### src/rtl/core/crlu_pkg.sv
`default_nettype none
package crlu_pkg;

   localparam int unsigned NumFields = 8;
   localparam int unsigned FieldWidth = 4;
   localparam int unsigned WordWidth = NumFields * FieldWidth;

   // Request codes; code 7 is unused and falls to the default arm.
   typedef enum logic [2:0] {
      REQ_READ_CR      = 3'd0,
      REQ_WRITE_FIELDS = 3'd1,
      REQ_COPY_FIELD   = 3'd2,
      REQ_XER_TO_FIELD = 3'd3,
      REQ_BIT_LOGIC    = 3'd4,
      REQ_WRITE_XER    = 3'd5,
      REQ_READ_XER     = 3'd6
   } req_code_type;

   typedef enum logic [2:0] {
      LOP_NOR  = 3'd0,
      LOP_ANDC = 3'd1,
      LOP_XOR  = 3'd2,
      LOP_NAND = 3'd3,
      LOP_AND  = 3'd4,
      LOP_EQV  = 3'd5,
      LOP_ORC  = 3'd6,
      LOP_OR   = 3'd7
   } logic_op_type;

   // One registered request as handed to the execute logic.
   typedef struct packed {
      logic [2:0]           code;
      logic [WordWidth-1:0] write_value;
      logic [NumFields-1:0] field_mask;
      logic [2:0]           source_field;
      logic [2:0]           dest_field;
      logic [4:0]           bit_a;
      logic [4:0]           bit_b;
      logic [4:0]           bit_d;
      logic [2:0]           logic_op;
   } request_type;

   // Packed CR: element 7 is field 0, so CR bit i sits at packed bit 31 - i.
   typedef logic [NumFields-1:0][FieldWidth-1:0] cr_word_type;

endpackage
`default_nettype wire

### src/rtl/core/condition_register_unit_core.sv
`default_nettype none
// Condition register unit: holds the eight 4-bit CR fields and the XER word and
// executes one request per transaction (read CR, masked field write, field copy,
// XER-to-field move, CR bit logic, XER write, XER read). Every request returns
// exactly one result word on the rsp_ channel: the packed CR or XER for reads,
// zero otherwise. A request is captured in an input register and executes once
// the result register is free, when it updates CR/XER and loads the result
// register that drives rsp_valid; the sustained rate, while rsp_ready stays high,
// is one transaction per cycle. State updates happen in request order, so
// back-to-back requests always see the effect of their predecessors. Both
// stages hold while the result register is full and rsp_ready is low; reset
// clears CR and XER to zero.
module condition_register_unit_core (
   input  var logic        clock,
   input  var logic        reset,
   input  var logic        req_valid,
   output logic            req_ready,
   input  var logic [2:0]  req_type,
   input  var logic [31:0] req_write_value,
   input  var logic [7:0]  req_field_mask,
   input  var logic [2:0]  req_source_field,
   input  var logic [2:0]  req_dest_field,
   input  var logic [4:0]  req_bit_a,
   input  var logic [4:0]  req_bit_b,
   input  var logic [4:0]  req_bit_d,
   input  var logic [2:0]  req_logic_op,
   output logic            rsp_valid,
   input  var logic        rsp_ready,
   output logic [31:0]     rsp_read_data
);

   // Input stage.
   logic                  req_valid_ff, req_valid_in;
   crlu_pkg::request_type req_ff, req_in;
   // Architectural state.
   crlu_pkg::cr_word_type cr_ff, cr_in;
   logic [31:0]           xer_ff, xer_in;
   // Result stage.
   logic                  rsp_valid_ff, rsp_valid_in;
   logic [31:0]           rsp_data_ff, rsp_data_in;

   crlu_pkg::cr_word_type exec_cr;
   logic [31:0]           exec_xer;
   logic [31:0]           exec_data;
   logic                  out_free;
   logic                  execute;
   logic                  req_take;

   // The result register can take a new word when empty or being drained.
   assign out_free  = !rsp_valid_ff || rsp_ready;
   assign execute   = req_valid_ff && out_free;
   assign req_ready = !req_valid_ff || out_free;
   assign req_take  = req_valid && req_ready;

   crlu_exec u_exec (
      .req       (req_ff),
      .cr        (cr_ff),
      .xer       (xer_ff),
      .cr_next   (exec_cr),
      .xer_next  (exec_xer),
      .read_data (exec_data)
   );

   always_comb begin
      req_valid_in = req_valid_ff;
      req_in       = req_ff;
      cr_in        = cr_ff;
      xer_in       = xer_ff;
      rsp_valid_in = rsp_valid_ff;
      rsp_data_in  = rsp_data_ff;
      // Drain the result register on a completed response transaction.
      if (rsp_valid_ff && rsp_ready) begin
         rsp_valid_in = 1'b0;
      end
      // Commit the registered request: update state, load the result.
      if (execute) begin
         cr_in        = exec_cr;
         xer_in       = exec_xer;
         rsp_valid_in = 1'b1;
         rsp_data_in  = exec_data;
         req_valid_in = 1'b0;
      end
      // Capture a new request transaction.
      if (req_take) begin
         req_valid_in        = 1'b1;
         req_in.code         = req_type;
         req_in.write_value  = req_write_value;
         req_in.field_mask   = req_field_mask;
         req_in.source_field = req_source_field;
         req_in.dest_field   = req_dest_field;
         req_in.bit_a        = req_bit_a;
         req_in.bit_b        = req_bit_b;
         req_in.bit_d        = req_bit_d;
         req_in.logic_op     = req_logic_op;
      end
   end

   always_ff @(posedge clock) begin
      if (reset) begin
         req_valid_ff <= 1'b0;
         rsp_valid_ff <= 1'b0;
         cr_ff        <= '0;
         xer_ff       <= '0;
      end else begin
         req_valid_ff <= req_valid_in;
         rsp_valid_ff <= rsp_valid_in;
         cr_ff        <= cr_in;
         xer_ff       <= xer_in;
      end
   end

   // Payload registers need no reset.
   always_ff @(posedge clock) begin
      req_ff      <= req_in;
      rsp_data_ff <= rsp_data_in;
   end

   assign rsp_valid     = rsp_valid_ff;
   assign rsp_read_data = rsp_data_ff;

   // A request that executes always yields a result in the next cycle.
   assert property (@(posedge clock) disable iff (reset)
      execute |=> rsp_valid)
      else $error("executed request produced no result");

   // Non-read requests return zero.
   assert property (@(posedge clock) disable iff (reset)
      execute && (req_ff.code != crlu_pkg::REQ_READ_CR)
              && (req_ff.code != crlu_pkg::REQ_READ_XER)
      |=> (rsp_read_data == 32'd0))
      else $error("non-read request returned nonzero data");

   // An XER move leaves the moved bits cleared.
   assert property (@(posedge clock) disable iff (reset)
      execute && (req_ff.code == crlu_pkg::REQ_XER_TO_FIELD)
      |=> (xer_ff[31:28] == 4'b0000))
      else $error("XER move did not clear XER[31:28]");

   // State changes only when a request executes.
   assert property (@(posedge clock) disable iff (reset)
      !execute |=> ($stable(cr_ff) && $stable(xer_ff)))
      else $error("CR or XER changed without an executing request");

endmodule
`default_nettype wire

### src/rtl/core/crlu_exec.sv
`default_nettype none
module crlu_exec (
   input  var crlu_pkg::request_type req,
   input  var crlu_pkg::cr_word_type cr,
   input  var logic [31:0]           xer,
   output crlu_pkg::cr_word_type     cr_next,
   output logic [31:0]               xer_next,
   output logic [31:0]               read_data
);

   logic        bit_a_val;
   logic        bit_b_val;
   logic        bit_r;
   logic [31:0] cr_flat;
   logic [31:0] cr_bits_next;

   assign cr_flat = cr;
   // Field f lives at element ~f; CR bit i at packed bit ~i.
   assign bit_a_val = cr_flat[~req.bit_a];
   assign bit_b_val = cr_flat[~req.bit_b];

   always_comb begin
      case (req.logic_op)
         crlu_pkg::LOP_NOR:  bit_r = ~(bit_a_val | bit_b_val);
         crlu_pkg::LOP_ANDC: bit_r = bit_a_val & ~bit_b_val;
         crlu_pkg::LOP_XOR:  bit_r = bit_a_val ^ bit_b_val;
         crlu_pkg::LOP_NAND: bit_r = ~(bit_a_val & bit_b_val);
         crlu_pkg::LOP_AND:  bit_r = bit_a_val & bit_b_val;
         crlu_pkg::LOP_EQV:  bit_r = ~(bit_a_val ^ bit_b_val);
         crlu_pkg::LOP_ORC:  bit_r = bit_a_val | ~bit_b_val;
         crlu_pkg::LOP_OR:   bit_r = bit_a_val | bit_b_val;
         default:            bit_r = 1'b0;
      endcase
   end

   always_comb begin
      cr_next      = cr;
      xer_next     = xer;
      read_data    = '0;
      cr_bits_next = cr_flat;
      case (req.code)
         crlu_pkg::REQ_READ_CR: begin
            read_data = cr_flat;
         end
         crlu_pkg::REQ_WRITE_FIELDS: begin
            for (int k = 0; k < crlu_pkg::NumFields; k++) begin
               if (req.field_mask[k]) begin
                  cr_next[k] = req.write_value[k*crlu_pkg::FieldWidth +: crlu_pkg::FieldWidth];
               end
            end
         end
         crlu_pkg::REQ_COPY_FIELD: begin
            cr_next[~req.dest_field] = cr[~req.source_field];
         end
         crlu_pkg::REQ_XER_TO_FIELD: begin
            cr_next[~req.dest_field] = xer[31:28];
            xer_next = {4'b0000, xer[27:0]};
         end
         crlu_pkg::REQ_BIT_LOGIC: begin
            cr_bits_next[~req.bit_d] = bit_r;
            cr_next = cr_bits_next;
         end
         crlu_pkg::REQ_WRITE_XER: begin
            xer_next = req.write_value;
         end
         crlu_pkg::REQ_READ_XER: begin
            read_data = xer;
         end
         default: begin
         end
      endcase
   end

endmodule
`default_nettype wire

### config.mk
export PLATFORM = sky130hd
export DESIGN_NAME = condition_register_unit_core
export DESIGN_NICKNAME = d
export VERILOG_FILES = /design/src/rtl/core/crlu_pkg.sv /design/src/rtl/core/condition_register_unit_core.sv /design/src/rtl/core/crlu_exec.sv
export SDC_FILE = /design/constraint.sdc
export NUM_CORES = 1
export LEC_CHECK = 0
export BUFFER_PORTS_ARGS = -buffer_cell sky130_fd_sc_hd__clkbuf_2
export CAP_MARGIN = 20
export CELL_PAD_IN_SITES_DETAIL_PLACEMENT = 0
export CELL_PAD_IN_SITES_GLOBAL_PLACEMENT = 1
export CORE_UTILIZATION = 28
export DETAILED_ROUTE_END_ITERATION = 8
export PLACE_DENSITY = 0.51
export SYNTH_ARGS = -nofsm -noshare
export SYNTH_HDL_FRONTEND = slang
export SYNTH_SLANG_ARGS = --single-unit
### constraint.sdc
create_clock -name clock -period 4.2 [get_ports clock]
set_input_delay 0.84 -clock clock [delete_from_list [all_inputs] [get_ports clock]]
set_output_delay 0.84 -clock clock [all_outputs]
set_load 0.02 [all_outputs]
==> impl_metrics.env, run 1 <==
export IMPL_grt_pass1_wl_um=51600
export IMPL_design_area_um2=10300
export IMPL_overflow=0
export IMPL_hpwl_um=25900
export IMPL_ctsHtreeMaxLevel=4
export IMPL_nets=965
export IMPL_synth_area_leader_cell="edfxtp_1"
export IMPL_numCtsBuffers=17
export IMPL_crit_top_cell="mux4_2"
export IMPL_yosys_warnings=0
export IMPL_first_pass_iters=5
export IMPL_grt_max_degree=68
export IMPL_synth_seq_area_share_pct=49.0
export IMPL_required_ns=4.59
export IMPL_worstPathMaxFanout=8
export IMPL_coreArea_um2=30700
export IMPL_antenna_left=0
export IMPL_synth_area_leaders="edfxtp_1 34%, dfxtp_1 15%, mux4_2 5.7%"
export IMPL_clockRootBuffer="clkbuf_16"
export IMPL_synth_common_cells="99 x edfxtp_1, 70 x nand2_1, 66 x dfxtp_1"
export IMPL_finalHoldViolations=0
export IMPL_synth_cell_area_um2=8770
export IMPL_slowest_stage="edfxtp_1"
export IMPL_hold_class="register to register"
export IMPL_peakVddDrop_uv=299
export IMPL_finalClockSkew_ns=0.0157
export IMPL_cts_path_max_buffers=2
export IMPL_initial_core_util_pct=28.6
export IMPL_ys_ff_latch=165
export IMPL_worstMarginPinSlew_ns=1.02
export IMPL_dieArea_um2=32000
export IMPL_worst_setup_path_start_kind="register"
export IMPL_grt_pass1_vias=7369
export IMPL_period_share_pct=92.5
export IMPL_syn_nets=871
export IMPL_grt_usage_pct=23.0
export IMPL_cts_setup_buffers=0
export IMPL_layout_min_cycle_time_ns=3.89
export IMPL_netlist_area_leader_share_pct=33.9
export IMPL_power_per_cell_area_nw_per_um2=372
export IMPL_p_leak_nw=3.89
export IMPL_rrSetupSlack_ns=0.31
export IMPL_dpl_instance_area_um2=9800
export IMPL_seq_area_um2=4290
export IMPL_area_growth_pct=18.0
export IMPL_drc=0
export IMPL_hold_ws_ns=0.458
export IMPL_path_cells="mux4_2 > mux4_2 > a21oi_1 > ha_1 > or2b_1 > a32oi_2 > a2111oi_4 > buf_4 > a2111oi_0 > a211o_1"
export IMPL_fmax_ghz=0.257
export IMPL_setup_viol=0
export IMPL_wirelength_um=35500
export IMPL_wl_per_cell_um=27.4
export IMPL_boundaryPins=105
export IMPL_synth_most_common_cell="edfxtp_1"
export IMPL_tns_ns=0
export IMPL_fill_cells=3125
export IMPL_insertion_delay_ns=0.45
export IMPL_cts_resized=0
export IMPL_drt_iter0_markers=708
export IMPL_ys_types=60
export IMPL_drv_slew=0
export IMPL_cts_hold_buffers_added=0
export IMPL_async_reset_ff_share_pct=0
export IMPL_max_slew_margin_pct=31.6
export IMPL_gp_congestion=0.875
export IMPL_fp_dieW_um=179
export IMPL_cts_sinks=165
export IMPL_portBuffers=104
export IMPL_clkSlewWorstSetupHoldPaths_ns=0.07
export IMPL_crit_arrival_ns=4.28
export IMPL_max_stage_delay_ns=0.64
export IMPL_rows=64
export IMPL_num_vias=7353
export IMPL_avgSynthCellArea_um2=11.0
export IMPL_syn_inst=796
export IMPL_rsz0062_at_grt="false"
export IMPL_avgViaCountPerCell=5.66
export IMPL_die_height_um=179
export IMPL_diodes=0
export IMPL_critPathKind="register to register"
export IMPL_synth_edf_count=99
export IMPL_antenna_found_initial=1
export IMPL_cts_tree="built"
export IMPL_multi_input_area_um2=4200
export IMPL_end_kind="register"
export IMPL_layout_drive_gt1_share_pct=23.3
export IMPL_status="finished, final reports clean"
export IMPL_maxCapViolCount=0
export IMPL_synth_ff_type="edfxtp_1"
-- where the power goes --
group	total [W]	leakage [nW]	internal (W)	switching, W
registers	0.00190	1.48	0.00179	0.000107
clock network	0.00151	0.254	0.000812	0.000703
logic	0.000435	2.16	0.000161	0.000274
total	0.00385	3.89	0.00277	0.00108
-- path summary, 6_finish.rpt --
path / startpoint / end / depth (start not counted)
setup / recovery: req_ff[14] / cr_ff[3] / 10
hold reg to reg: xer_ff[21] / xer_ff[21] / 2
setup reg to reg: req_ff[14] / cr_ff[3] / 10
hold / removal: xer_ff[21] / xer_ff[21] / 2
-- cell type report --
| cell class | instances | area share [%] |
|---|---|---|
| sequential | 165 | 41.5 |
| clock inverter | 13 | 1.09 |
| clock buffer | 19 | 4.18 |
| timing repair buffer | 141 | 7.71 |
| tap | 396 | 4.79 |
| inverter | 3 | 0.109 |
| multi-input combinational | 562 | 40.6 |
-- layer usage --
| layer | track usage, % | share of wire, % |
|---|---|---|
| met1 | 31.1 | 46 |
| met2 | 36.9 | 46 |
| met3 | 4.01 | 5.4 |
| met4 | 7.91 | 2.8 |
| met5 | 0 | 0.037 |
-- placed cells by master, fill, tap and decap left out, types with 8 or more instances in the layout --
cell / n
or3_1: 11
mux4_2: 22
dfxtp_1: 66
edfxtp_1: 99
o31ai_1: 11
nor2b_1: 10
a2111oi_0: 13
a221o_1: 11
nor2_1: 48
buf_4: 37
a22o_1: 35
o22ai_1: 8
nand2_1: 70
o21ai_0: 27
and3_1: 34
o32a_1: 16
o21a_1: 9
a21oi_1: 48
clkbuf_2: 104
a211oi_1: 20
nor3_1: 10
mux2i_1: 41
clkbuf_16: 17
a211o_1: 25
-- state kept, by name, summed over array words and instances (netlist names) --
register	cells
rsp_valid	1
cr_ff	32
xer_ff	32
req_valid_ff	1
req_ff	67
rsp_read_data	32
-- critical path: cells and delay by family, from the launching register on --
kind / cells / cell delay (ns)
AO/OA/AOI/OAI: 5 / 1.40
flip-flops: 1 / 0.64
adder cells (fa/ha/maj): 1 / 0.29
multiplexers: 2 / 1.05
AND/OR/NAND/NOR: 1 / 0.23
buffers and inverters: 1 / 0.22
-- through the flow --
| step | setup slack [ns] | instances | util [%] | total power, W |
|---|---|---|---|---|
| 2_1_floorplan | 0.721 | 796 | - | 0.00214 |
| 3_3_place_gp | 0.374 | 1267 | 32.0 | 0.00237 |
| 3_5_place_dp | 0.288 | 1267 | 32.0 | 0.00237 |
| 4_1_cts | 0.285 | 1299 | 33.7 | 0.00389 |
| 5_1_grt | 0.00746 | 1299 | 33.7 | 0.00399 |
| 6_report | 0.313 | 1299 | 33.7 | 0.00385 |
-- logic make-up after synthesis --
family | share of synthesized area [%]
buffers and inverters | 3.20
adders and majority gates | 0.571
muxes | 10.7
AOI/OAI and AO/OA | 22.9
and+or+nand+nor | 13.6
DFF | 49.0
(Power assumes the default switching activity.)
==> run 2, diff against run 1 <==
--- a/config.mk
+++ b/config.mk
@@ -12,6 +12,7 @@
 export CORE_UTILIZATION = 28
 export DETAILED_ROUTE_END_ITERATION = 8
 export PLACE_DENSITY = 0.51
+export RECOVER_POWER = 50
 export SYNTH_ARGS = -nofsm -noshare
 export SYNTH_HDL_FRONTEND = slang
 export SYNTH_SLANG_ARGS = --single-unit
==> impl_metrics.env, run 2 (synthesized netlist as in run 1, its figures left out) <==
export IMPL_pwr_share_seq_pct=49.4
export IMPL_end_kind="register"
export IMPL_p_sw_w=0.00108
export IMPL_critPathKind="register to register"
export IMPL_worst_setup_path_start_kind="register"
export IMPL_cts_path_max_buffers=2
export IMPL_grt_max_degree=68
export IMPL_antenna_found_initial=1
export IMPL_power_w=0.00385
export IMPL_grt_util_met2_pct=36.9
export IMPL_avgViaCountPerCell=5.69
export IMPL_die_height_um=179
export IMPL_tns_ns=0
export IMPL_power_frac_comb_pct=11.2
export IMPL_insertion_delay_ns=0.45
export IMPL_crit_arrival_ns=4.28
export IMPL_nets=965
export IMPL_internal_power_w=0.00276
export IMPL_clkSlewWorstSetupHoldPaths_ns=0.07
export IMPL_area_growth_pct=17.6
export IMPL_boundaryPins=105
export IMPL_utilization_pct=33.6
export IMPL_layout_common_cells="99 x edfxtp_1, 85 x clkbuf_2, 70 x nand2_1"
export IMPL_largest_register_ffs=67
export IMPL_finalClockSkew_ns=0.0131
export IMPL_required_ns=4.59
export IMPL_p_clk_share_pct=39.4
export IMPL_portBuffers=104
export IMPL_drv_slew=109
export IMPL_hold_class="register to register"
export IMPL_fp_dieW_um=179
export IMPL_grt_usage_pct=23.0
export IMPL_rsz0062_at_grt="false"
export IMPL_drc=0
export IMPL_p_leak_nw=3.82
export IMPL_worstPathMaxFanout=8
export IMPL_cts_tree="built"
export IMPL_maxCapViolCount=3
export IMPL_layout_min_cycle_time_ns=3.89
export IMPL_clockRootBuffer="clkbuf_16"
export IMPL_reg2reg_depth=10
export IMPL_largest_register="req_ff"
export IMPL_cts_sinks=165
export IMPL_rows=64
export IMPL_cts_hold_buffers_added=0
export IMPL_peakVddDrop_uv=299
export IMPL_antenna_left=0
export IMPL_worstMarginPinSlew_ns=2.27
export IMPL_gp_congestion=0.875
export IMPL_period_share_pct=92.6
export IMPL_grt_pass1_vias=7369
export IMPL_layout_commonest_cell="edfxtp_1"
export IMPL_setup_viol=0
export IMPL_first_pass_iters=5
export IMPL_dieArea_um2=32000
export IMPL_grt_pass1_wl_um=51600
export IMPL_cts_setup_buffers=0
export IMPL_wl_per_cell_um=27.4
export IMPL_cts_resized=0
export IMPL_initial_core_util_pct=28.6
export IMPL_power_per_cell_area_nw_per_um2=373
export IMPL_ctsHtreeMaxLevel=4
export IMPL_finalHoldViolations=0
export IMPL_grt_met3_usage_pct=4.01
export IMPL_num_vias=7390
export IMPL_gr_usage_met1_pct=31.1
export IMPL_hpwl_um=25900
export IMPL_layout_drive_gt1_share_pct=20.7
export IMPL_overflow=0
export IMPL_grt_busiest_layer="met2"
export IMPL_status="complete, but fails checks"
export IMPL_fmax_ghz=0.257
export IMPL_numCtsBuffers=17
export IMPL_diodes=0
export IMPL_wirelength_um=35600
export IMPL_hold_depth=2
export IMPL_p_sw_share_pct=28.2
export IMPL_violations="capacitance limit, slew limit"
export IMPL_drt_iter0_markers=702
export IMPL_coreArea_um2=30700
export IMPL_max_slew_margin_pct=-51.2
==> run 2: worst max-delay path, cell delays in order, from the launching register on <==
cell	delay, ns
edfxtp_1	0.64
mux4_2	0.56
mux4_2	0.49
a21oi_1	0.26
ha_1	0.29
or2b_1	0.23
a32oi_2	0.43
a2111oi_4	0.13
buf_4	0.22
a2111oi_0	0.43
a211o_1	0.15
==> run 2: path summary, 6_finish.rpt <==
path	startpoint	to	slack, ns
worst max-delay path	req_ff[14]	cr_ff[3]	0.31
worst min-delay path	xer_ff[21]	xer_ff[21]	0.46
worst max register to register	req_ff[14]	cr_ff[3]	0.31
worst min register to register	xer_ff[21]	xer_ff[21]	0.46
==> run 2: power by group through the flow <==
stage	Combinational (W)	Sequential (W)	Clock, W
floorplan	0.000257	0.00189	0
global placement	0.000436	0.00193	0
detailed placement	0.000434	0.00193	0
CTS	0.000436	0.00190	0.00155
global route	0.000461	0.00191	0.00162
finish	0.000431	0.00190	0.00152
==> run 2: final cells by class <==
class	count	area [µm²]
fill	3140	20400
clock inverter	13	113
inverter	3	11.3
sequential	165	4290
timing repair buffer	141	763
multi-input combinational	562	4200
tap	396	495
clock buffer	19	433
==> run 2: through the flow <==
stage | area [µm²] | hold slack (ns) | setup WS, ns | cells
finish | 10300 | 0.457 | 0.311 | 1299
global route | 10300 | 0.471 | 0.00746 | 1299
global placement | 9800 | 0.444 | 0.374 | 1267
detailed placement | 9800 | 0.448 | 0.288 | 1267
CTS | 10300 | 0.457 | 0.285 | 1299
floorplan | 8770 | 0.437 | 0.721 | 796
==> run 2: metal layers <==
layer / wire (µm) / vias up
met3: 1940 / 55
met1: 16300 / 3698
li1: - / 3347
met2: 16400 / 288
met4: 955 / 2
met5: 13 / -
==> run 3, diff against run 2 <==
==> constraint.sdc (replaced) <==
create_clock -name clock -period 4.2 [get_ports clock]
set_input_delay 0.63 -clock clock [delete_from_list [all_inputs] [get_ports clock]]
set_output_delay 0.63 -clock clock [all_outputs]
set_load 0.02 [all_outputs]
==> impl_metrics.env, run 3 (synthesized netlist as in run 1, its figures left out) <==
export IMPL_status="complete, but fails checks"
export IMPL_violations="capacitance limit, slew limit"
export IMPL_critPathKind="register to register"
export IMPL_utilization_pct=33.7
export IMPL_hold_class="primary input to register"
export IMPL_area_growth_pct=17.7
export IMPL_initial_core_util_pct=28.6
export IMPL_cts_path_max_buffers=2
export IMPL_maxCapViolCount=4
export IMPL_finalHoldViolations=0
export IMPL_rsz0062_at_grt="false"
export IMPL_cts_setup_buffers=0
export IMPL_layout_min_cycle_time_ns=3.82
export IMPL_overflow=0
export IMPL_required_ns=4.59
export IMPL_fp_dieW_um=179
export IMPL_drc=0
export IMPL_clkSlewWorstSetupHoldPaths_ns=0.08
export IMPL_worstMarginPinSlew_ns=2.15
export IMPL_tns_ns=0
export IMPL_cts_resized=0
export IMPL_period_share_pct=91.0
export IMPL_portBuffers=104
export IMPL_grt_pass1_vias=7405
export IMPL_worstPathMaxFanout=8
export IMPL_ctsHtreeMaxLevel=4
export IMPL_gp_congestion=0.885
export IMPL_power_per_cell_area_nw_per_um2=378
export IMPL_grt_max_degree=68
export IMPL_p_leak_nw=3.79
export IMPL_layout_drive_gt1_share_pct=18.7
export IMPL_clockRootBuffer="clkbuf_16"
export IMPL_wirelength_um=36000
export IMPL_avgViaCountPerCell=5.71
export IMPL_numCtsBuffers=17
export IMPL_preCtsSetupSlack_ns=0.369
export IMPL_setup_viol=0
export IMPL_drv_slew=141
export IMPL_num_vias=7435
export IMPL_insertion_delay_ns=0.45
export IMPL_antenna_left=0
export IMPL_wl_per_cell_um=27.7
export IMPL_crit_arrival_ns=4.21
export IMPL_hpwl_um=26200
export IMPL_peakVddDrop_uv=293
export IMPL_dieArea_um2=32000
export IMPL_cts_hold_buffers_added=0
export IMPL_fmax_ghz=0.262
export IMPL_diodes=0
export IMPL_nets=968
export IMPL_first_pass_iters=5
export IMPL_boundaryPins=105
export IMPL_grt_pass1_wl_um=52300
export IMPL_largest_register="req_ff"
export IMPL_coreArea_um2=30700
export IMPL_antenna_found_initial=0
export IMPL_cts_sinks=165
export IMPL_drt_iter0_markers=752
export IMPL_die_height_um=179
export IMPL_end_kind="register"
export IMPL_rows=64
export IMPL_grt_usage_pct=23.3
export IMPL_max_slew_margin_pct=-43.6
export IMPL_layout_commonest_cell="edfxtp_1"
export IMPL_finalClockSkew_ns=0.0152
export IMPL_layout_setup_ws_ns=0.379
export IMPL_worst_setup_path_start_kind="register"
export IMPL_largest_register_ffs=67
export IMPL_layout_common_cells="99 x edfxtp_1, 70 x nand2_1, 66 x dfxtp_1"
export IMPL_cts_tree="built"
run 3: per-stage QoR:
stage | total power, W | cell area (µm²) | hold slack (ns) | std cells
2_1_floorplan | 0.00214 | 8770 | 0.437 | 796
3_3_place_gp | 0.00237 | 9820 | 0.444 | 1270
5_1_grt | 0.00404 | 10300 | 0.339 | 1302
4_1_cts | 0.00394 | 10400 | 0.343 | 1302
6_report | 0.00390 | 10300 | 0.359 | 1302
3_5_place_dp | 0.00237 | 9820 | 0.447 | 1270
run 3: layout make-up:
cell class                      count  area, µm²
Clock buffer                       17        425
Clock inverter                     15        144
Fill cell                        3189      20300
Inverter                            3       11.3
Multi-Input combinational cell    562       4200
Sequential cell                   165       4290
Tap cell                          396        495
Timing Repair Buffer              144        753
run 3: critical path: stages, from the launching register on:
cell and delay [ns]:
edfxtp_1 0.57, mux4_2 0.54, mux4_2 0.49, a21oi_1 0.26, ha_1 0.29, or2b_1 0.24
a32oi_2 0.45, a211oi_4 0.11, buf_4 0.23, a2111oi_0 0.43, a211o_1 0.15
run 3: where the power goes:
group          internal [W]  switching [W]  leakage, nW
Clock              0.000831       0.000733        0.275
Combinational      0.000156       0.000284         2.03
Sequential          0.00179       0.000101         1.48
Total               0.00278        0.00112         3.79
run 3: routing by layer:
metal	GRT usage, %	vias to the layer above	part of all wire [%]
li1	-	3353	-
met3	3.58	49	5.2
met2	37.8	274	47
met4	8.05	0	2.9
met1	31.3	3759	45
met5	0	-	0
run 3: final timing paths:
path                          start         end  slack [ns]  depth (start not counted)
setup reg to reg         req_ff[14]   cr_ff[12]        0.38                         10
hold reg to reg           xer_ff[1]   xer_ff[1]        0.46                          2
setup / recovery         req_ff[14]   cr_ff[12]        0.38                         10
hold / removal    req_dest_field[1]  req_ff[19]        0.36                          1
